## config.mk

```make
export PLATFORM = sky130hd
export DESIGN_NAME = sut_cell
export DESIGN_NICKNAME = d
export VERILOG_FILES = /design/src/rtl/assert_macros.svh /design/src/rtl/sut_pkg.sv /design/src/rtl/sut_cell.sv
export SDC_FILE = /design/constraint.sdc
export NUM_CORES = 1
export LEC_CHECK = 0
export BUFFER_PORTS_ARGS = -buffer_cell sky130_fd_sc_hd__buf_4
export CORE_MARGIN = 4
export CORE_UTILIZATION = 42
export DETAILED_ROUTE_END_ITERATION = 10
export GPL_ROUTABILITY_DRIVEN = 0
export GPL_TIMING_DRIVEN = 0
export PLACE_DENSITY = 0.85
export SLEW_MARGIN = 5
export SYNTH_ARGS = -nofsm -noshare
export SYNTH_HDL_FRONTEND = slang
export SYNTH_SLANG_ARGS = --single-unit
export TNS_END_PERCENT = 30
```

## constraint.sdc

```tcl
create_clock -name clk -period 2.6 [get_ports clk]
set_input_delay 0.26 -clock clk [delete_from_list [all_inputs] [get_ports clk]]
set_output_delay 0.26 -clock clk [all_outputs]
set_load 0.05 [all_outputs]
```

## src/rtl/assert_macros.svh

```systemverilog
// Assertion macros shared by the RTL of the sorted insert table.
// Each macro expects clk and rst_n in scope at the point of use.
`ifndef ASSERT_MACROS_SVH
`define ASSERT_MACROS_SVH

// Property holds at every clock edge outside reset.
`define SUT_ASSERT(lbl, prop) \
    lbl: assert property (@(posedge clk) disable iff (!rst_n) (prop)) \
        else $error("assertion failed");

// Antecedent implies consequent in the same cycle.
`define SUT_ASSERT_IMP(lbl, ante, cons) \
    lbl: assert property (@(posedge clk) disable iff (!rst_n) (ante) |-> (cons)) \
        else $error("assertion failed");

// Antecedent implies consequent in the cycle after.
`define SUT_ASSERT_NXT(lbl, ante, cons) \
    lbl: assert property (@(posedge clk) disable iff (!rst_n) (ante) |=> (cons)) \
        else $error("assertion failed");

`endif

```

## src/rtl/sut_pkg.sv

```systemverilog
// Types and constants for the sorted unique insert table.
// No dependencies; used by the interfaces, the cell and the top level.
`timescale 1ns / 1ps

package sut_pkg;

    localparam int VALUE_W  = 32;
    localparam int STATUS_W = 3;

    localparam logic REQ_INSERT = 1'b0;
    localparam logic REQ_DUMP   = 1'b1;

    localparam logic [STATUS_W-1:0] ST_INSERTED  = 3'd0;
    localparam logic [STATUS_W-1:0] ST_DUPLICATE = 3'd1;
    localparam logic [STATUS_W-1:0] ST_FULL      = 3'd2;
    localparam logic [STATUS_W-1:0] ST_ELEMENT   = 3'd3;
    localparam logic [STATUS_W-1:0] ST_EMPTY     = 3'd4;

    typedef struct packed {
        logic cmp;
        logic ins;
        logic rot;
    } cell_cmd_t;

endpackage

```

## src/rtl/sut_cell.sv

```systemverilog
// One slot of the sorted chain: holds an entry, compares it to the key,
// and shifts from its left neighbor on insert or from its right on dump.
`timescale 1ns / 1ps

module sut_cell #(
    parameter int DATA_WIDTH = 32
) (
    input  logic                  clk,
    input  sut_pkg::cell_cmd_t    cmd,
    input  logic                  occ,
    input  logic                  tail,
    input  logic [DATA_WIDTH-1:0] cmp_key,
    input  logic [DATA_WIDTH-1:0] ins_key,
    input  logic [DATA_WIDTH-1:0] left_entry,
    input  logic                  left_ge,
    input  logic [DATA_WIDTH-1:0] right_entry,
    input  logic [DATA_WIDTH-1:0] head_entry,
    output logic [DATA_WIDTH-1:0] entry,
    output logic                  ge,
    output logic                  eq
);

    logic [DATA_WIDTH-1:0] entry_reg, entry_next;
    logic                  ge_reg, ge_next;
    logic                  eq_reg, eq_next;

    always_comb
    begin
        entry_next = entry_reg;
        ge_next    = ge_reg;
        eq_next    = eq_reg;
        if (cmd.cmp)
        begin
            // free slots count as greater, so the insert point is the first ge
            ge_next = !occ || ($signed(entry_reg) >= $signed(cmp_key));
            eq_next = occ && (entry_reg == cmp_key);
        end
        if (cmd.ins && ge_reg)
        begin
            entry_next = left_ge ? left_entry : ins_key;
        end
        else if (cmd.rot && occ)
        begin
            entry_next = tail ? head_entry : right_entry;
        end
    end

    always_ff @(posedge clk)
    begin
        entry_reg <= entry_next;
        ge_reg    <= ge_next;
        eq_reg    <= eq_next;
    end

    assign entry = entry_reg;
    assign ge    = ge_reg;
    assign eq    = eq_reg;

endmodule

```

Word-level counts from Yosys, hierarchy flattened
Index checks and enable logic that the tools add are counted.
{"block": "word_totals", "register_bits": 34, "latchBits": 0, "ramBits": 0, "mem_bits_ro": 0, "inputBits": 167, "output_inout_bits": 34, "word_cells": 15, "memories": 0}
{"block": "classes", "n_addsub": 0, "n_mul": 0, "div": 0, "magnitude_cmp": 1, "n_eq_ne": 1, "n_shift": 0, "muxes": 4, "bitwise_logic": 0, "reduce_logical": 6}
{"operator": "two-way mux 32 bit", "n": 4}
{"operator": "equality test 32 bit", "n": 1}
{"operator": "greater-or-equal comparator 32 bit", "n": 1}
{"operator": "logical AND 1 bit", "n": 3}
{"operator": "nonzero test 2 bit", "n": 1}
{"operator": "logical NOT 1 bit", "n": 1}
{"operator": "logical OR 1 bit", "n": 1}

Logic depth before layout (Yosys ltp)
{"block": "logic_depth", "depth_word": 3, "depth_mapped": 8, "ltp_nobuf": 8}

Worst setup path before layout
OpenSTA, ideal clock, no wires.
{"block": "synth_path", "path_type": "register to register", "startpoint": "register ge_reg, in the netlist ge", "endpoint": "register entry_reg[0], in the netlist entry[0] (enable)", "setup_time_ns": 0.478, "arrival_time_ns": 1.915, "required_time_ns": 2.122, "path_slack_ns": 0.207, "path_stages_with_launch": 5, "path_buffers": 2, "synth_period_minus_slack_ns": 2.393, "path_cell_list": "edfxtp_1 -> nand2_1 -> clkbuf_1 -> buf_1 -> nand2_1"}
{"block": "synth_between", "elab_chain_len": 2}
{"element": "start: declaration", "line_no": "sut_cell.sv:24", "source": "logic ge_reg, ge_next;"}
{"element": "start signal: assignment", "line_no": "sut_cell.sv:51", "source": "ge_reg <= ge_next;"}
{"element": "logical AND 1 bit", "line_no": "sut_cell.sv:38", "source": "if (cmd.ins && ge_reg)"}
{"element": "nonzero test 2 bit (no source line)"}
{"element": "end signal: assignment", "line_no": "sut_cell.sv:50", "source": "entry_reg <= entry_next;"}
{"element": "end: declaration", "line_no": "sut_cell.sv:23", "source": "logic [DATA_WIDTH-1:0] entry_reg, entry_next;"}
Every way passes these cells.
A chain may end at the register's enable or synchronous reset.

Final worst setup path
{"block": "layout_path", "startpoint": "register entry_reg[19], in the netlist entry[19]", "endpoint": "register ge_reg, in the netlist ge, data pin"}
{"block": "layout_between", "elab_chain_len": 2}
{"element": "greater-or-equal comparator 32 bit", "line_no": "sut_cell.sv:35", "source": "ge_next = !occ || ($signed(entry_reg) >= $signed(cmp_key));"}
{"element": "logical OR 1 bit", "line_no": "sut_cell.sv:35"}
Every way passes these cells.

==> impl_metrics.env <==
export IMPL_synthDistinctLibCells=28
export IMPL_pwr_share_comb_pct=44.1
export IMPL_grt_max_degree=33
export IMPL_initial_utilization_pct=44.1
export IMPL_postSynthAreaPerCell_um2=9.57
export IMPL_yosys_register_bits=34
export IMPL_min_delay_start="cmd[2]"
export IMPL_worstSetupPathType="reg2reg"
export IMPL_tightest_slew_ps=845
export IMPL_dieArea_mm2=0.00820
export IMPL_final_util_pct=69.8
export IMPL_required_ps=2630
export IMPL_peakVddDrop_mv=0.204
export IMPL_clock_sinks=34
export IMPL_cts_root_buf="clkbuf_8"
export IMPL_p_switching_uw=707
export IMPL_clk_insertion_delay_late_ps=280
export IMPL_rrSetupSlack_ps=340
export IMPL_path_cells="ha_1, a21oi_2, o21ai_1, a221o_1, a2111o_1, o21ai_1, nand4b_1"
export IMPL_seq_area_frac_synth_pct=35.7
export IMPL_p_leak_nw=2.23
export IMPL_fmax_mhz=443
export IMPL_grt_total_usage_pct=22.8
export IMPL_layout_commonest_cell="buf_4"
export IMPL_reg2regPathDepth=7
export IMPL_clk_pin_slew_ps=70
export IMPL_drt_total_wl_mm=9.86
export IMPL_powerDensity_mw_per_mm2=432
export IMPL_core_area_mm2=0.00649
export IMPL_p_int_mw=1.25
export IMPL_syn_inst=299
export IMPL_instances_no_fill=582
export IMPL_largest_reg_flops=32
export IMPL_die_w_um=90.5
export IMPL_endpoint_kind="register"
export IMPL_hold_class="in2reg"
export IMPL_timing_rr_start="entry[19]"
export IMPL_mappedNetlistArea_mm2=0.00286
export IMPL_synth_fp_nets=498
export IMPL_cpMostUsedCell="o21ai_1"
export IMPL_port_buffers=198
export IMPL_p_seq_share_pct=36.9
export IMPL_period_share_pct=86.8
export IMPL_critPathLaunchType="register"
export IMPL_num_antenna_cells=0
export IMPL_finClkSkew_ps=3.39
export IMPL_run_status="complete, no violations"
export IMPL_cpMaxStageDelayCell="a2111o_1"
export IMPL_rows=29
export IMPL_crit_fanout=3
export IMPL_ios=201
export IMPL_yosysWarningCount=0
export IMPL_dr_pass1_iters=4
export IMPL_vias=3034
export IMPL_drv_slew=0
export IMPL_fillCellCount=521
export IMPL_drive_above_1_share_pct=42.0
export IMPL_max_slew_margin_pct=43.7
export IMPL_cp_slowest_stage_delay_ps=440
export IMPL_drtIter0Drc=63
export IMPL_setup_viol=0
export IMPL_fp_dieH_um=90.5
export IMPL_fin_crit_ps=2260
export IMPL_nets=703
export IMPL_hold_depth=1
export IMPL_maxCapViolCount=0
export IMPL_cts_buffers_inserted=5
export IMPL_synthToLayoutAreaGrowth_pct=58.4
export IMPL_cts_tree="built"
export IMPL_hold_end="ge"
export IMPL_grt_pass1_wl_mm=15.2
export IMPL_grt_ovfl_total=0
export IMPL_hold_buffers=0
export IMPL_htreeDepth=2
export IMPL_drc=0
export IMPL_antenna_found_initial=0
export IMPL_rsz0062_at_grt="false"
export IMPL_clockBufferDepth=2
export IMPL_avgViaCountPerCell=5.21
export IMPL_arrival_ps=2280
export IMPL_post_place_cells=574
export IMPL_wl_per_cell_um=16.9
export IMPL_grt_pass1_vias=3225
export IMPL_clkPwrFrac_pct=19.1
export IMPL_post_cts_repair_setup_buffers=0
export IMPL_ant_nets=0
export IMPL_r2r_end="ge"
export IMPL_layout_common_cells="buf_4, a21oi_1, inv_1, edfxtp_1, nor2b_1"
export IMPL_hpwlAfterDp_mm=8.29
export IMPL_hold_violations=0
export IMPL_swShare_pct=36.1
==> power groups by stage <==
| stage | clock [mW] | combinational [mW] | sequential [mW] |
|---|---|---|---|
| finish | 0.373 | 0.864 | 0.723 |
| global route | 0.409 | 0.932 | 0.729 |
| CTS | 0.380 | 0.864 | 0.723 |
| detailed placement | 0 | 0.861 | 0.736 |
| global placement | 0 | 0.839 | 0.732 |
| floorplan | 0 | 0.292 | 0.929 |
==> Yosys cell counts <==
cell type  number  area, um^2
o21ai_1         2        10.0
buf_1           5        18.8
a21o_1          3        22.5
inv_1          34         128
nor2b_1        33         206
o21ai_0         1        5.00
and4_1          1        8.76
a21oi_1        42         210
nand4b_1        1        8.76
a211oi_1       32         240
nand3_1         5        25.0
nand4_1         6        37.5
clkbuf_1        9        33.8
nor2b_4         1        13.8
a21boi_1        1        7.51
nor3_1          1        5.00
a221o_1         2        20.0
a2111o_1        1        11.3
nor4_1          2        12.5
edfxtp_1       34        1020
buf_2           4        20.0
a21oi_2         2        17.5
nor2_1          3        11.3
nand2_1         8        30.0
ha_1           32         400
o211ai_1        1        7.51
mux2i_1        32         320
o31a_1          1        8.76
==> through the flow <==
stage | setup TNS [ps] | instance area (um^2) | power, mW | setup WS (ps) | hold slack, ps
4_1_cts | 0 | 4530 | 1.97 | 165 | 175
3_3_place_gp | -6820 | 4440 | 1.57 | -215 | 469
2_1_floorplan | 0 | 2860 | 1.22 | 207 | 372
6_report | 0 | 4530 | 1.96 | 343 | 184
3_5_place_dp | -9740 | 4440 | 1.60 | -306 | 471
5_1_grt | 0 | 4530 | 2.07 | 204 | 165
==> cells by family (layout without fill, tap and decap cells) <==
logic type | Yosys count | in the layout | synth area share [%]
compound gates | 88 | 88 | 19.6
simple gates | 61 | 61 | 12.5
buf+inv | 52 | 258 | 7.00
flops | 34 | 34 | 35.7
fa+ha+maj | 32 | 32 | 14.0
mux | 32 | 32 | 11.2
==> how the worst max path moves through the flow <==
stage	from	end	slack, ps	depth (start not counted)
5_1_grt	entry[14]	ge	200	7
3_3_place_gp	ge	entry[4]	-210	4
3_5_place_dp	ge	entry[5]	-310	4
6_report	entry[19]	ge	340	7
4_1_cts	ge	entry[31]	160	4
2_1_floorplan	ge	entry[0]	210	4
==> layout make-up <==
| class | instances | area (um^2) | share of cell area, % |
|---|---|---|---|
| tap | 77 | 96.3 | 2.13 |
| sequential | 34 | 1020 | 22.5 |
| inverter | 34 | 128 | 2.82 |
| buffer | 18 | 72.6 | 1.60 |
| multi-input combinational | 213 | 1650 | 36.4 |
| timing repair buffer | 198 | 1490 | 32.8 |
| clock buffer | 6 | 72.6 | 1.60 |
| clock inverter | 2 | 8.76 | 0.193 |
==> timing repair <==
item                       4_1_cts  5_1_grt
setup endpoints to repair       32       32
gates resized for setup          1        1
pin swaps                        0        0
==> worst max-delay path: cells and delay by family (launching register included) <==
family	cells	cell delay (ps)
flops	1	420
fa+ha+maj	1	340
compound gates	5	1160
simple gates	1	100
==> layer usage <==
| layer | vias up | part of all wire [%] | track usage (%) | routed length [um] |
|---|---|---|---|---|
| met5 | - | 0 | 0 | 0 |
| met4 | 0 | 1.1 | 5.61 | 105 |
| met3 | 8 | 7.4 | 6.67 | 729 |
| met2 | 129 | 53 | 42.7 | 5200 |
| met1 | 1382 | 39 | 25.1 | 3830 |
| li1 | 1515 | - | - | - |
(Power assumes the default switching activity.)
